### src/rtl/tmpg_pkg.sv
// Shared types, constants and the colour palette of the text-mode pixel generator.
package tmpg_pkg;

    // Default geometry, handed to the top level as parameter defaults
    localparam int COLS_DEF     = 80;
    localparam int ROWS_DEF     = 24;
    localparam int SCREEN_W_DEF = 1366;
    localparam int SCREEN_H_DEF = 768;
    localparam int CELL_W_DEF   = 14;
    localparam int CELL_H_DEF   = 20;

    // Request codes
    localparam logic [1:0] REQ_CELL  = 2'd0;
    localparam logic [1:0] REQ_FONT  = 2'd1;
    localparam logic [1:0] REQ_PIXEL = 2'd2;

    // Configuration register indexes
    localparam logic [1:0] CFG_TERM_ENABLE   = 2'd0;
    localparam logic [1:0] CFG_CURSOR_ON     = 2'd1;
    localparam logic [1:0] CFG_CURSOR_COLUMN = 2'd2;
    localparam logic [1:0] CFG_CURSOR_LINE   = 2'd3;

    localparam logic [31:0] COLOR_BACKDROP = 32'hFF001020;
    localparam logic [31:0] COLOR_CURSOR   = 32'hFFAAFFAA;
    localparam int          CURSOR_ROWS    = 2;
    localparam logic [7:0]  SPACE_CODE     = 8'd32;
    localparam logic [7:0]  FIRST_PRINT    = 8'd32;
    localparam logic [7:0]  LAST_PRINT     = 8'd126;

    // Reciprocal division: q = (v * ceil(2^SHIFT / d)) >> SHIFT, exact for v < 4096, 5 <= d <= 32 (fits MUL_W)
    localparam int RECIP_SHIFT = 18;
    localparam int MUL_W       = 16;

    // Field widths, sized for the largest legal geometry
    localparam int POS_W  = 12;  // offset inside the grid
    localparam int COL_W  = 7;
    localparam int LINE_W = 6;
    localparam int SUB_W  = 5;   // pixel offset inside a cell
    localparam int SRC_W  = 3;   // glyph column or row
    localparam int CA_W   = 12;  // cell store address
    localparam int FA_W   = 10;  // font store address
    localparam int CD_W   = 16;  // cell entry: bg, fg, code

    localparam logic [31:0] PALETTE [16] = '{
        32'hFF000000, 32'hFFAA0000, 32'hFF00AA00, 32'hFFAA5500,
        32'hFF0000AA, 32'hFFAA00AA, 32'hFF00AAAA, 32'hFFAAAAAA,
        32'hFF555555, 32'hFFFF5555, 32'hFF55FF55, 32'hFFFFFF55,
        32'hFF5555FF, 32'hFFFF55FF, 32'hFF55FFFF, 32'hFFFFFFFF
    };

    typedef struct packed {
        logic [1:0]  req_type;
        logic [10:0] screen_x;
        logic [9:0]  screen_y;
        logic [6:0]  cell_column;
        logic [4:0]  cell_line;
        logic [7:0]  char_code;
        logic [3:0]  fg_index;
        logic [3:0]  bg_index;
        logic [6:0]  glyph_code;
        logic [2:0]  glyph_row;
        logic [7:0]  glyph_bits;
    } t_req;

    typedef struct packed {
        logic on;
        logic [6:0] column;
        logic [4:0] line;
    } t_cursor;

    typedef struct packed {
        logic valid;
        logic pixel;
        logic cell_wr;
        logic font_wr;
        logic blank;     // disabled or off screen: not drawn
        logic backdrop;  // outside the character grid
        logic cursor;    // inside the cursor underline
    } t_ctl;

    typedef struct packed {
        t_ctl              ctl;
        logic [POS_W-1:0]  pos_x;
        logic [POS_W-1:0]  pos_y;
        logic [COL_W-1:0]  col;
        logic [LINE_W-1:0] line;
        logic [SUB_W-1:0]  sub_x;
        logic [SUB_W-1:0]  sub_y;
        logic [SRC_W-1:0]  src_x;
        logic [SRC_W-1:0]  src_y;
        logic [CA_W-1:0]   cell_addr;
        logic [CD_W-1:0]   cell_data;
        logic [FA_W-1:0]   font_addr;
        logic [7:0]        font_data;
    } t_item;

endpackage

### src/rtl/tmpg_locate.sv
// Locate stages: grid offset, cell row and column, offset inside the cell.
module tmpg_locate #(
    parameter int COLS     = tmpg_pkg::COLS_DEF,
    parameter int ROWS     = tmpg_pkg::ROWS_DEF,
    parameter int SCREEN_W = tmpg_pkg::SCREEN_W_DEF,
    parameter int SCREEN_H = tmpg_pkg::SCREEN_H_DEF,
    parameter int CELL_W   = tmpg_pkg::CELL_W_DEF,
    parameter int CELL_H   = tmpg_pkg::CELL_H_DEF
) (
    input  logic           i_clk,
    input  logic           i_rst_n,
    input  logic           i_en,
    input  logic           i_req_valid,
    input  tmpg_pkg::t_req i_req,
    input  logic           i_term_enable,
    output tmpg_pkg::t_item o_item
);
    import tmpg_pkg::*;

    localparam int GRID_W = COLS * CELL_W;
    localparam int GRID_H = ROWS * CELL_H;
    localparam int ORG_X  = (SCREEN_W - GRID_W) / 2;
    localparam int ORG_Y  = (SCREEN_H - GRID_H) / 2;
    localparam logic signed [13:0] ORG_X_S  = 14'(ORG_X);
    localparam logic signed [13:0] ORG_Y_S  = 14'(ORG_Y);
    localparam logic signed [13:0] GRID_W_S = 14'(GRID_W);
    localparam logic signed [13:0] GRID_H_S = 14'(GRID_H);
    localparam logic [MUL_W-1:0] RECIP_X =
        MUL_W'(((1 << RECIP_SHIFT) + CELL_W - 1) / CELL_W);
    localparam logic [MUL_W-1:0] RECIP_Y =
        MUL_W'(((1 << RECIP_SHIFT) + CELL_H - 1) / CELL_H);

    t_item r_s1, r_s2, r_s3;
    t_item n_s1, n_s2, n_s3;
    logic signed [13:0] rx, ry;
    logic [POS_W+MUL_W-1:0] prod_x, prod_y;
    logic [POS_W-1:0] base_x, base_y;

    // Stage 1: screen to grid offset, bounds, write addresses
    always_comb begin
        n_s1 = '0;
        rx = $signed({3'b000, i_req.screen_x}) - ORG_X_S;
        ry = $signed({4'b0000, i_req.screen_y}) - ORG_Y_S;
        n_s1.ctl.valid   = i_req_valid;
        n_s1.ctl.pixel   = (i_req.req_type == REQ_PIXEL);
        n_s1.ctl.font_wr = (i_req.req_type == REQ_FONT);
        n_s1.ctl.cell_wr = (i_req.req_type == REQ_CELL) &&
                           ({1'b0, i_req.cell_column} < 8'(COLS)) &&
                           ({1'b0, i_req.cell_line} < 6'(ROWS));
        n_s1.ctl.blank   = !i_term_enable ||
                           ({1'b0, i_req.screen_x} >= 12'(SCREEN_W)) ||
                           ({2'b00, i_req.screen_y} >= 12'(SCREEN_H));
        n_s1.ctl.backdrop = (rx < 0) || (rx >= GRID_W_S) || (ry < 0) || (ry >= GRID_H_S);
        n_s1.pos_x     = rx[POS_W-1:0];
        n_s1.pos_y     = ry[POS_W-1:0];
        n_s1.cell_addr = CA_W'(int'(i_req.cell_line) * COLS + int'(i_req.cell_column));
        n_s1.cell_data = {i_req.bg_index, i_req.fg_index, i_req.char_code};
        n_s1.font_addr = {i_req.glyph_code, i_req.glyph_row};
        n_s1.font_data = i_req.glyph_bits;
    end

    // Stage 2: cell column and row by reciprocal multiply
    always_comb begin
        n_s2 = r_s1;
        prod_x = r_s1.pos_x * RECIP_X;
        prod_y = r_s1.pos_y * RECIP_Y;
        n_s2.col  = prod_x[RECIP_SHIFT +: COL_W];
        n_s2.line = prod_y[RECIP_SHIFT +: LINE_W];
    end

    // Stage 3: offset inside the cell and the cell store address
    always_comb begin
        n_s3 = r_s2;
        base_x = POS_W'(int'(r_s2.col) * CELL_W);
        base_y = POS_W'(int'(r_s2.line) * CELL_H);
        n_s3.sub_x = SUB_W'(r_s2.pos_x - base_x);
        n_s3.sub_y = SUB_W'(r_s2.pos_y - base_y);
        if (r_s2.ctl.pixel) begin
            n_s3.cell_addr = CA_W'(int'(r_s2.line) * COLS + int'(r_s2.col));
        end
    end

    always_ff @(posedge i_clk) begin
        if (!i_rst_n) begin
            r_s1.ctl <= '0;
            r_s2.ctl <= '0;
            r_s3.ctl <= '0;
        end else if (i_en) begin
            r_s1 <= n_s1;
            r_s2 <= n_s2;
            r_s3 <= n_s3;
        end
    end

    assign o_item = r_s3;

    a_cell_wr_in_grid: assert property (@(posedge i_clk) disable iff (!i_rst_n)
        (r_s3.ctl.valid && r_s3.ctl.cell_wr) |-> (r_s3.cell_addr < CA_W'(COLS * ROWS)))
        else $error("cell write address beyond the grid");

endmodule

### config.mk
export PLATFORM = sky130hd
export DESIGN_NAME = tmpg_locate
export DESIGN_NICKNAME = d
export VERILOG_FILES = /design/src/rtl/tmpg_pkg.sv /design/src/rtl/tmpg_locate.sv
export SDC_FILE = /design/constraint.sdc
export NUM_CORES = 1
export LEC_CHECK = 0
export ABC_AREA = 1
export BUFFER_PORTS_ARGS = -buffer_cell sky130_fd_sc_hd__buf_4
export CAP_MARGIN = 20
export CORE_AREA = 10 10 165 197
export DETAILED_ROUTE_END_ITERATION = 7
export DIE_AREA = 0 0 175 207
export HOLD_SLACK_MARGIN = 0.05
export PLACE_DENSITY = 0.78
export SYNTH_ARGS = -nofsm -noshare
export SYNTH_HDL_FRONTEND = slang
export SYNTH_SLANG_ARGS = --single-unit
### constraint.sdc
create_clock -name i_clk -period 7.2 [get_ports i_clk]
set_clock_uncertainty 0.05 [all_clocks]
set_input_delay 0.72 -clock i_clk [delete_from_list [all_inputs] [get_ports i_clk]]
set_output_delay 0.72 -clock i_clk [all_outputs]
set_load 0.01 [all_outputs]
; After elaboration in Yosys (flattened, before gate mapping)
; Cells that the tools add are included.
[op_classes]
muxes = 1
n_addsub = 6
n_lt_le_gt_ge = 8
eq_ne = 2
n_reduce_logical = 10
n_mul = 6
[ops]
columns = operator, count
row1 = $mul A12 B15 Y25 const B, 1
row2 = $add A12 B7 Y12, 2
row3 = $mul A12 B12 Y22 const B, 1
row4 = $ge A12 B12 Y1 const B, 1
row5 = $lt A12 B1 Y1 const B, 1
row6 = $mux W12, 1
row7 = $sub A11 B7 Y12 const B, 1
row8 = $ge A11 B10 Y1 const B, 1
row9 = $ge A11 B11 Y1 const B, 1
row10 = $lt A11 B1 Y1 const B, 1
row11 = $sub A10 B8 Y11 const B, 1
row12 = $ge A10 B10 Y1 const B, 1
row13 = $sub A5 B5 Y5, 2
row14 = $mul A5 B3 Y8 const B, 1
row15 = $mul A6 B3 Y8 const B, 1
row16 = $lt A7 B7 Y1 const B, 1
row17 = $mul A7 B3 Y4 const B, 1
row18 = $mul A6 B3 Y3 const B, 1
row19 = $logic_or A1 B1 Y1, 5
row20 = $lt A5 B5 Y1 const B, 1
row21 = $eq A2 B1 Y1 const B, 1
row22 = $eq A2 B2 Y1 const B, 1
row23 = $logic_and A1 B1 Y1, 2
row24 = $logic_not A2 Y1, 1
row25 = other kinds (2), 2
[word_totals]
inputBits = 74
output_inout_bits = 106
regBits = 261

; Longest topological paths before layout
; Gate-level depths: netlist of the first run.
[logic_depth]
depth_word = 5
ltp_mapped = 20
ltp_nobuf = 20

; Least setup slack after synthesis of the first run
; No wires, ideal clock.
[synth_timing]
path_type = input -> register
from = input port i_en
to = register r_s1 (netlist bit n_s2[0]), enable pin
slack_ns = 0.903
arrival_ns = 5.656
required_ns = 6.558
path_stages = 3
path_buffers = 1
cell_sequence = clkbuf_1 -> nand2_1 -> inv_1
[synth_between]
elab_chain_len = 1
[synth_rtl]
columns = element, line_no
row1 = "start, declared", tmpg_locate.sv:12  ; input logic i_en,
row2 = $reduce_and A2 Y1 (no source line), n/a
row3 = "end signal, assigned", tmpg_locate.sv:89  ; r_s1 <= n_s1;
row4 = "end, declared", tmpg_locate.sv:33  ; t_item r_s1, r_s2, r_s3;
; No other way between the ends.
; A chain may end at the register's enable or synchronous reset.

==> parameters.txt, run 1 <==
Parameter                              Value

Outcome
  Result of the run    complete, no violations

Synthesis
  Synthesized area divided by synthesized cell count    12.15 µm²
  Top-count cell post-synth    edfxtp_1
  Ys Warns    0
  Xor/xnor share of the synthesized area    0.02419
  Adder-cell share of the synthesized area    0.2440
  Number of flops mapped to enable cells by yosys    240
  Post-Synthesis Cells    1158
  Top_reg_cell synth    edfxtp_1
  Most frequent cells after synthesis    edfxtp_1, inv_1, nand2_1
  Summed instance area of the synthesized netlist    14070 µm²
  Area fraction of the dominant cell type after synthesis    0.5122
  Cell variety after synth    41
  Combinational family with the most area after synthesis    adder cells
  Cell taking the most area after synthesis    edfxtp_1
  Area contributors post-synth    edfxtp_1, ha_1, fa_1
  Share of synthesized registers carrying an async set or reset    0
  Multiplexer share of the synthesized area    0
  Synth Area in Simple Gates    0.09524
  Post-synthesis sequential element count    258
  Share of the yosys chip area belonging to registers    0.5378
  Share of the synthesized area in compound gates (AO/OA/AOI/OAI)    0.03931

Critical path
  Crit Path Category    register to register
  Critical Path Sink Type    register
  Master of the slowest instance on the critical path    fa_1
  Most prevalent standard cell on the critical path    inv_1
  CP Max Fanout    6
  Critical Path Start Type    register
  Cell chain of the critical path    ha_1 > inv_1 > fa_1 > fa_1 > inv_1 > fa_1 > inv_1 > fa_1 > inv_1 > ha_1 > a21oi_1 > o21ai_1 > inv_1 > nand2_1 > a21oi_1 > nand2_1 > nand2_1 > nand2_1
  CP Data Required Time    7.45 ns
  Slowest stage delay, CP    0.55 ns
  Worst path arrival time    4.80 ns

Final layout
  Final-stage net count    1660
  Sequential cell area    7567 µm²
  Total inserted antenna cells    0
  Count of filler cells inserted in the layout    2359
  Final core utilization    0.5832
  Area growth, synth to finish    18.51%
  Multi-input gate area in the final layout    5693 µm²
  Share of cells above drive strength 1    0.1670

STA
  Final hold violation count    0
  Achievable clock frequency    219.9 MHz
  Final slew viol count    0
  Total Neg Setup Slack    0 ns
  Relative slew slack    0.3311
  Final setup violating endpoints    0
  Setup repair after global routing missed its margin    no
  Final clock period utilization by the worst path    0.6316
  Fin crit period    4.548 ns
  Actual transition at the worst max-transition pin    1.003 ns

Placement
  Half-perimeter wire length after detailed placement    20990 µm
  Count of buffers inserted at the top-level ports    172
  Placer's final routability congestion estimate    0.8887

Detailed routing
  DR iter-0 viols    497
  Detail Route Antenna Nets    0
  Via count    8588
  DRC viols    0
  Average via count per standard cell    4.891
  Post-detailed-route wirelength per cell    15.51 µm
  Final routed wirelength across all metal layers    27230 µm
  First-pass iteration count of the detailed router    5

Power
  PwrDens    344.1 nW/µm²
  Lkg Pwr    0.007536 µW
  IR drop worst, VDD    226.8 µV

Clocking
  TritonCTS clock tree    yes
  Clk slew on worst S/H paths    0.06 ns
  Number of gates resized after CTS    0
  Library cell used as clock root buffer    clkbuf_16
  Post-cts hold buffer count    0
  Sinks on Clock Net    258
  Total clock buffers created by CTS    27
  Clock latency on the worst-skew pair    0.54 ns
  Clock tree buffer depth    3
  H-tree levels    1
  Buffer count from post-CTS setup fixing    0

GRT
  Global Route Usage Sum    0.1478
  Largest net degree at the start of global routing    96
  Global-route wire length before repair    44300 µm
  Remaining global-route overflow    0
  Number of global-route vias before repair    8766
  Antenna violations before repair    0

Floorplanning
  Die extent in x    175 µm
  Starting density of the core    0.4922
  Boundary Pins    180
  Floorplan die height    207 µm
  Cell Rows    68
  Core area    28590 µm²
  Die outline area    36230 µm²

Run
  Total of max-cap violations    0

Min path
  Worst min path class    input port to register
-- critical path: cells and delay by family, from the launching register on --
kind            cells  cell delay (ns)
simple gates        4             0.23
buf+inv             5             0.32
compound gates      3             0.39
flops               1             0.51
fa+ha+maj           6             2.81
-- cells by family after synthesis --
group	Yosys count
AO/OA/AOI/OAI	101
flip-flops	258
buffers and inverters	210
other	1
adder cells (fa/ha/maj)	236
XOR/XNOR	38
AND/OR/NAND/NOR	314
-- where the power goes --
part	internal, µW	switching (µW)	total [µW]
Clock	834	561	1400
Combinational	979	1440	2420
Sequential	1840	85.4	1930
-- state kept, by name, summed over array words and instances (netlist names) --
register  flops
n_s2         75
n_s3         76
o_item       95
r_s2         12
-- final timing paths --
| kind | to | depth (start not counted) | slack [ns] | startpoint |
|---|---|---|---|---|
| max | n_s3[65] | 18 | 2.65 | n_s2[82] |
| min | n_s2[19] | 1 | 0.29 | i_req[27] |
| max reg2reg | n_s3[65] | 18 | 2.65 | n_s2[82] |
| min reg2reg | o_item[75] | 0 | 0.36 | n_s3[75] |
-- per-stage QoR --
step           worst slack, ns  hold WS, ns  power [µW]  cells  area [µm²]
6_report                 2.652       0.2940        5737   1756       16670
5_1_grt                  2.384       0.2595        6256   1756       16670
4_1_cts                  2.653       0.2552        5804   1756       16670
3_5_place_dp             2.614       0.3545        4371   1706       15780
3_3_place_gp             2.689       0.3503        4277   1706       15780
2_1_floorplan           0.9026       0.3503        3756   1164       14090
-- layer usage --
layer,vias to the layer above,global-route usage,part of all wire
met5,-,0,0
met4,0,0.04086,0.016
met3,32,0.03202,0.064
met2,210,0.2408,0.47
met1,4050,0.1951,0.45
li1,4296,-,-
-- layout by cell type (no fill, tap or decap), drive strengths merged, types with 18 or more instances in the layout --
cell and instances:
edfxtp 240, inv 193, nand2 183, buf 174, ha 172, fa 64, nor2 57, a21oi 48
nand3 38, o21ai 38, clkbuf 32, xnor2 20, dfxtp 18, xor2 18
-- layout make-up --
cell class,count,share of cell area
clock buffer,32,0.04165
multi-input combinational,696,0.3414
inverter,193,0.04390
clock inverter,18,0.01193
timing repair buffer,174,0.07834
sequential,258,0.4538
tap,385,0.02889
Note: power is estimated with default switching activity, not from simulation.
==> run 2: changes to the inputs <==
ABC_AREA = 0   (was 1)
CORE_AREA = 10 10 161 193   (was 10 10 165 197)
DIE_AREA = 0 0 171 203   (was 0 0 175 207)
PLACE_DENSITY = 0.8   (was 0.78)
clock period = 4.05 ns   (was 7.2 ns; I/O delays follow)
==> run 2 against run 1 <==
- the run now ends with negative setup slack left
- utilization grew 4.5 points
- worst hold slack lost 0.19 ns
- synthesized cell count shrank 23%
- area after synthesis shrank 5.1%
- sequential power grew 76%
- die area shrank 4.2%
- critical path depth shrank 1
- via count shrank 9.7%
- wire length shrank 5.3%
- register-to-register slack lost 3.0 ns
- first-iteration DRC count shrank 14%
- critical path type unchanged
==> parameters.txt, run 2 <==
Parameter                              Value

Critical path
  Worst reg2reg setup slack    -0.39 ns (was 2.65 ns)
  CP Data Required Time    4.27 ns (was 7.45 ns)
  CP Max Fanout    3 (was 6)
  Critical Path Start Type    register (unchanged)
  Worst path arrival time    4.66 ns (was 4.80 ns)
  Crit Path Category    register to register (unchanged)
  Critical Path Sink Type    register (unchanged)

Outcome
  Violations in the final reports    negative setup slack
  Result of the run    complete, but fails checks (was complete, no violations)

Synthesis
  Area fraction of the dominant cell type after synthesis    0.5397 (was 0.5122)
  Most frequent cells after synthesis    edfxtp_1, ha_1, inv_1 (was edfxtp_1, inv_1, nand2_1)
  Post-synthesis sequential element count    258 (unchanged)
  Ys Warns    0 (unchanged)
  Number of flops mapped to enable cells by yosys    240 (unchanged)
  Summed instance area of the synthesized netlist    13350 µm² (was 14070 µm²)
  Share of synthesized registers carrying an async set or reset    0 (unchanged)
  Cell variety after synth    51 (was 41)
  Area contributors post-synth    edfxtp_1, ha_1, fa_1 (unchanged)
  Share of the yosys chip area belonging to registers    0.5667 (was 0.5378)
  Top-count cell post-synth    edfxtp_1 (unchanged)
  Synthesized area divided by synthesized cell count    14.95 µm² (was 12.15 µm²)
  Post-Synthesis Cells    893 (was 1158)
  Top_reg_cell synth    edfxtp_1 (unchanged)
  Cell taking the most area after synthesis    edfxtp_1 (unchanged)

STA
  Final hold violation count    0 (unchanged)
  Final setup violating endpoints    8 (was 0)
  Achievable clock frequency    225.2 MHz (was 219.9 MHz)
  Total Neg Setup Slack    -2.049 ns (was 0 ns)
  Relative slew slack    0.4512 (was 0.3311)
  Final slew viol count    0 (unchanged)
  Actual transition at the worst max-transition pin    0.8232 ns (was 1.003 ns)
  Setup repair after global routing missed its margin    yes (was no)
  Worst hold-check slack    0.1029 ns (was 0.2940 ns)
  Least setup slack across all paths after layout    -0.3896 ns (was 2.652 ns)
  Fin crit period    4.440 ns (was 4.548 ns)
  Final clock period utilization by the worst path    1.096 (was 0.6316)

GRT
  Global Route met3 Usage    0.03436 (was 0.03202)
  Global Route Usage Sum    0.1473 (was 0.1478)
  Global routing met2 resource utilization    0.2475 (was 0.2408)
  Remaining global-route overflow    0 (unchanged)
  Largest net degree at the start of global routing    76 (was 96)
  Number of global-route vias before repair    8285 (was 8766)
  GRT busiest layer    met2 (unchanged)
  Global-route wire length before repair    41540 µm (was 44300 µm)
  Antenna violations before repair    2 (was 0)
  Met1 global-route usage    0.1865 (was 0.1951)

Clocking
  TritonCTS clock tree    yes (unchanged)
  Clock latency on the worst-skew pair    0.53 ns (was 0.54 ns)
  Clk slew on worst S/H paths    0.06 ns (about the same)
  Clock tree buffer depth    3 (unchanged)
  H-tree levels    1 (unchanged)
  Sinks on Clock Net    258 (unchanged)
  Total clock buffers created by CTS    27 (unchanged)
  Library cell used as clock root buffer    clkbuf_16 (unchanged)

Final layout
  Most frequent standard cell in the layout excluding fill and tap cells    edfxtp_1 (unchanged)
  Area growth, synth to finish    27.37% (was 18.51%)
  Commonest cells after routing, fill and taps aside    edfxtp_1, buf_4, ha_1 (was edfxtp_1, inv_1, nand2_1)
  Final-stage net count    1496 (was 1660)
  Max reg flops    95 (unchanged)
  Share of cells above drive strength 1    0.2711 (was 0.1670)
  Final core utilization    0.6280 (was 0.5832)
  Count of filler cells inserted in the layout    2036 (was 2359)

Power
  PwrDens    578.6 nW/µm² (was 344.1 nW/µm²)
  IR drop worst, VDD    343.8 µV (was 226.8 µV)
  Lkg Pwr    0.007307 µW (was 0.007536 µW)
  Total power consumption of the routed design    9841 µW (was 5737 µW)

Floorplanning
  Boundary Pins    180 (unchanged)
  Die outline area    34710 µm² (was 36230 µm²)
  Floorplan die height    203 µm (was 207 µm)
  Die extent in x    171 µm (was 175 µm)
  Starting density of the core    0.4930 (was 0.4922)
  Core area    27090 µm² (was 28590 µm²)
  Cell Rows    66 (was 68)

Detailed routing
  Post-detailed-route wirelength per cell    16.67 µm (was 15.51 µm)
  Average via count per standard cell    5.011 (was 4.891)
  First-pass iteration count of the detailed router    4 (was 5)
  Final routed wirelength across all metal layers    25790 µm (was 27230 µm)
  Via count    7752 (was 8588)
  DR iter-0 viols    426 (was 497)
  Detail Route Antenna Nets    0 (unchanged)
  DRC viols    0 (unchanged)

Min path
  Worst min path class    input port to register (unchanged)

Placement
  Count of buffers inserted at the top-level ports    172 (unchanged)
  Placer's final routability congestion estimate    0.8636 (was 0.8887)
  Half-perimeter wire length after detailed placement    19400 µm (was 20990 µm)
  Setup WS pre-CTS    -0.4414 ns (was 2.614 ns)

Run
  Total of max-cap violations    0 (unchanged)
run 2: stage by stage:
stage,instance area (µm²),instances
global route,17010,1546
detailed placement,15440,1440
global placement,15440,1440
finish,17010,1547
floorplan,13450,899
CTS,16880,1538
run 2: critical path: stages (launching register included):
cell and delay [ns]:
edfxtp_1 0.50, ha_4 0.32, inv_2 0.04, fa_2 0.52, inv_2 0.04, fa_2 0.52, inv_2 0.04, fa_2 0.41
fa_1 0.53, inv_2 0.05, ha_4 0.25, nand3_2 0.06, a21oi_2 0.10, o211ai_1 0.16, buf_4 0.19, a211oi_4 0.22
nor2_1 0.08, xnor2_1 0.12
run 2: logic make-up (layout without fill, tap and decap cells):
| group | Yosys count | count (layout) | share of synthesized area |
|---|---|---|---|
| AOI/OAI and AO/OA | 86 | 86 | 0.04272 |
| xor gates and xnor gates | 55 | 55 | 0.03607 |
| adders and majority gates | 236 | 236 | 0.2571 |
| buffers and inverters | 147 | 454 | 0.04450 |
| DFF | 258 | 258 | 0.5667 |
| muxes | 22 | 22 | 0.01724 |
| other | 1 | 8 | 0.0002808 |
| and+or+nand+nor | 88 | 88 | 0.03542 |
run 2: cell type report:
type,instances,area [µm²],share of cell area
flip-flops and latches,258,7567,0.4449
multi-input cells,494,5449,0.3204
repair buffers,277,2216,0.1303
clock buffers,33,698.2,0.04105
inverters,128,480.5,0.02825
well taps,340,425.4,0.02501
clock inverters,16,170.2,0.01000
diodes,1,2.502,0.0001471
run 2: timing repair:
item                                    4_1_cts  5_1_grt
endpoints found under the setup margin       11       12
buffers inserted                              6        8
endpoints found under the hold margin        43        0
resized for setup                            14       15
pin swaps                                    23       14
hold buffers                                 43        0
run 2: final timing paths:
kind                     from    endpoint  cells after the start
hold / removal    i_req_valid   n_s2[105]                      3
setup / recovery     n_s2[82]    n_s3[65]                     17
setup reg to reg     n_s2[82]    n_s3[65]                     17
hold reg to reg      n_s3[18]  o_item[18]                      0
run 2: routing by layer:
metal	up-vias	part of all wire
met5	-	0.00078
met4	2	0.022
met3	41	0.069
met2	200	0.48
met1	3768	0.43
li1	3741	-
run 2: where the power goes:
part	internal, µW	total [µW]	switching (µW)
clock network	1420	2410	987
logic	1990	4030	2030
registers	3270	3400	136
==> run 3: changes to the inputs <==
ABC_AREA = 1   (was 0)
CORE_AREA = 10 10 160 192   (was 10 10 161 193)
DIE_AREA = 0 0 170 202   (was 0 0 171 203)
PLACE_DENSITY = 0.84   (was 0.8)
REMOVE_ABC_BUFFERS = 1   (was default)
==> run 3 against run 2 <==
- the flow still finishes with violations (negative setup slack)
- power increased by 11%
- via count increased by 17%
- fmax grew 5.9%
- largest cell class unchanged
- largest power group unchanged
==> parameters.txt, run 3 (synthesis gave the netlist of run 1 again) <==
Parameter                              Value

Min path
  Hold path startpoint    i_req[68] (was i_req_valid)
  End of the worst hold path    n_s2[102] (was n_s2[105])
  Instance count along the most critical hold path    4 (was 3)
  Worst min path class    input port to register (unchanged)

GRT
  Number of global-route vias before repair    9557 (was 8285)
  Remaining global-route overflow    0 (unchanged)
  Antenna violations before repair    2 (unchanged)
  Global-route wire length before repair    47020 µm (was 41540 µm)
  Global Route Usage Sum    0.1685 (was 0.1473)
  Largest net degree at the start of global routing    116 (was 76)

Run
  Total of max-cap violations    0 (unchanged)

STA
  Final hold violation count    0 (unchanged)
  Final clock period utilization by the worst path    1.035 (was 1.096)
  Actual transition at the worst max-transition pin    0.7975 ns (was 0.8232 ns)
  Setup repair after global routing missed its margin    yes (unchanged)
  Total Neg Setup Slack    -0.5714 ns (was -2.049 ns)
  Final slew viol count    0 (unchanged)
  Fin crit period    4.193 ns (was 4.440 ns)
  Least setup slack across all paths after layout    -0.1434 ns (was -0.3896 ns)
  Achievable clock frequency    238.5 MHz (was 225.2 MHz)
  Worst hold-check slack    0.1254 ns (was 0.1029 ns)
  Final setup violating endpoints    5 (was 8)
  Relative slew slack    0.4683 (was 0.4512)

Critical path
  Crit Path Category    register to register (unchanged)
  Cell chain of the critical path    ha_1 > inv_1 > fa_1 > inv_2 > fa_2 > inv_2 > fa_1 > fa_1 > inv_2 > ha_4 > nand2_1 > nor2_4 > and2_1 > nand2_2 > nand3b_1 > nand2_1 (was ha_4 > inv_2 > fa_2 > inv_2 > fa_2 > inv_2 > fa_2 > fa_1 > inv_2 > ha_4 > nand3_2 > a21oi_2 > o211ai_1 > buf_4 > a211oi_4 > nor2_1 > xnor2_1)
  Slowest stage delay, CP    0.53 ns (about the same)
  Critical Path Sink Type    register (unchanged)
  Critical Path Start Type    register (unchanged)
  Worst R2R Start    n_s2[78] (was n_s2[82])
  Buffering stage count on the worst path with inverters included    4 (was 5)
  Master of the slowest instance on the critical path    fa_2 (was fa_1)
  Worst path arrival time    4.44 ns (was 4.66 ns)
  Worst reg2reg setup slack    -0.14 ns (was -0.39 ns)
  Endpoint of the most critical register-to-register path    n_s3[67] (was n_s3[65])
  R2R depth    16 (was 17)
  Category of cells accounting for the largest share of critical-path delay    adder cells (unchanged)
  CP Data Required Time    4.29 ns (was 4.27 ns)
  CP Max Fanout    4 (was 3)

Placement
  Cell area after placement    15960 µm² (was 15440 µm²)
  DP Cell Count    1691 (was 1440)
  Placer's final routability congestion estimate    0.8812 (was 0.8636)
  Half-perimeter wire length after detailed placement    21550 µm (was 19400 µm)
  Count of buffers inserted at the top-level ports    172 (unchanged)

Clocking
  Sinks on Clock Net    258 (unchanged)
  Clock latency on the worst-skew pair    0.53 ns (about the same)
  TritonCTS clock tree    yes (unchanged)
  Clk slew on worst S/H paths    0.06 ns (about the same)
  Clock tree buffer depth    3 (unchanged)
  Library cell used as clock root buffer    clkbuf_16 (unchanged)
  H-tree levels    1 (unchanged)
  Total clock buffers created by CTS    26 (was 27)

Floorplanning
  Floorplan die height    202 µm (was 203 µm)
  Die outline area    34340 µm² (was 34710 µm²)
  Core area    26840 µm² (was 27090 µm²)
  Boundary Pins    180 (unchanged)
  Die extent in x    170 µm (was 171 µm)
  Cell Rows    66 (unchanged)
  Starting density of the core    0.5242 (was 0.4930)

Final layout
  Share of cells above drive strength 1    0.2156 (was 0.2711)
  Most frequent standard cell in the layout excluding fill and tap cells    edfxtp_1 (unchanged)
  Post-route cell area    17600 µm² (was 17010 µm²)
  Final Non-Filler Cells    1793 (was 1547)
  Count of filler cells inserted in the layout    1962 (was 2036)
  Max reg flops    95 (unchanged)
  Final-stage net count    1742 (was 1496)
  Commonest cells after routing, fill and taps aside    edfxtp_1, buf_4, inv_1 (was edfxtp_1, buf_4, ha_1)
  Area growth, synth to finish    25.10% (was 27.37%)

Detailed routing
  DR iter-0 viols    481 (was 426)
  Detail Route Antenna Nets    0 (unchanged)
  First-pass iteration count of the detailed router    5 (was 4)
  Average via count per standard cell    5.054 (was 5.011)
  Via count    9061 (was 7752)
  Final routed wirelength across all metal layers    29440 µm (was 25790 µm)
  DRC viols    0 (unchanged)
  Post-detailed-route wirelength per cell    16.42 µm (was 16.67 µm)

Power
  PwrDens    620.1 nW/µm² (was 578.6 nW/µm²)
  Lkg Pwr    0.007896 µW (was 0.007307 µW)
  IR drop worst, VDD    406.8 µV (was 343.8 µV)
  Total power consumption of the routed design    10910 µW (was 9841 µW)

Outcome
  Result of the run    complete, but fails checks (unchanged)
  Violations in the final reports    negative setup slack (unchanged)
run 3: metrics by stage:
step | utilization | setup slack, ns
after detailed placement | 0.5947 | -0.3814
after global placement | 0.5947 | -0.2885
final | 0.6558 | -0.1434
after CTS | 0.6508 | -0.1014
after global routing | 0.6558 | -0.3233
after floorplan | - | -1.634
run 3: layout make-up:
type | count | area, µm² | share of cell area
Antenna cell | 1 | 2.502 | 0.0001422
Clock buffer | 37 | 754.5 | 0.04287
Clock inverter | 11 | 107.6 | 0.006114
Inverter | 193 | 732.0 | 0.04159
Multi-Input combinational cell | 696 | 5944 | 0.3377
Sequential cell | 258 | 7567 | 0.4299
Tap cell | 340 | 425.4 | 0.02417
Timing Repair Buffer | 257 | 2067 | 0.1174
run 3: routing by layer:
metal,routed length (µm),global-route usage,up-vias
met5,13,0,-
li1,-,-,4462
met4,874,0.05648,2
met3,1831,0.03392,55
met1,12380,0.2081,4301
met2,14340,0.2880,241
run 3: worst min-delay path, cell delays in order:
cell,delay [ns]
buf_4,0.08
nor2_1,0.06
nand2_1,0.05
a21oi_1,0.05
run 3: what timing repair did:
item | CTS | global route
hold endpoints to repair | 44 | 0
gates cloned | 0 | 0
hold buffers | 44 | 0
setup endpoints to repair | 6 | 12
setup buffers | 8 | 1
resized for setup | 31 | 24
pin swaps | 22 | 14
run 3: power breakdown:
group          total, µW  internal [µW]  switching [µW]
logic               5100           2190            2910
registers           3420           3270             148
clock network       2390           1420             971
total              10900           6890            4030
run 3: how the worst max path moves through the flow:
stage                         from        to  slack, ns  depth (start not counted)
after CTS                 n_s2[78]  n_s3[64]      -0.10                         15
after global placement    n_s2[82]  n_s3[65]      -0.29                         18
after global routing      n_s2[78]  n_s3[65]      -0.32                         17
final                     n_s2[78]  n_s3[67]      -0.14                         16
after floorplan            i_rst_n   n_s2[0]      -1.63                          2
after detailed placement  n_s2[82]  n_s3[65]      -0.38                         18
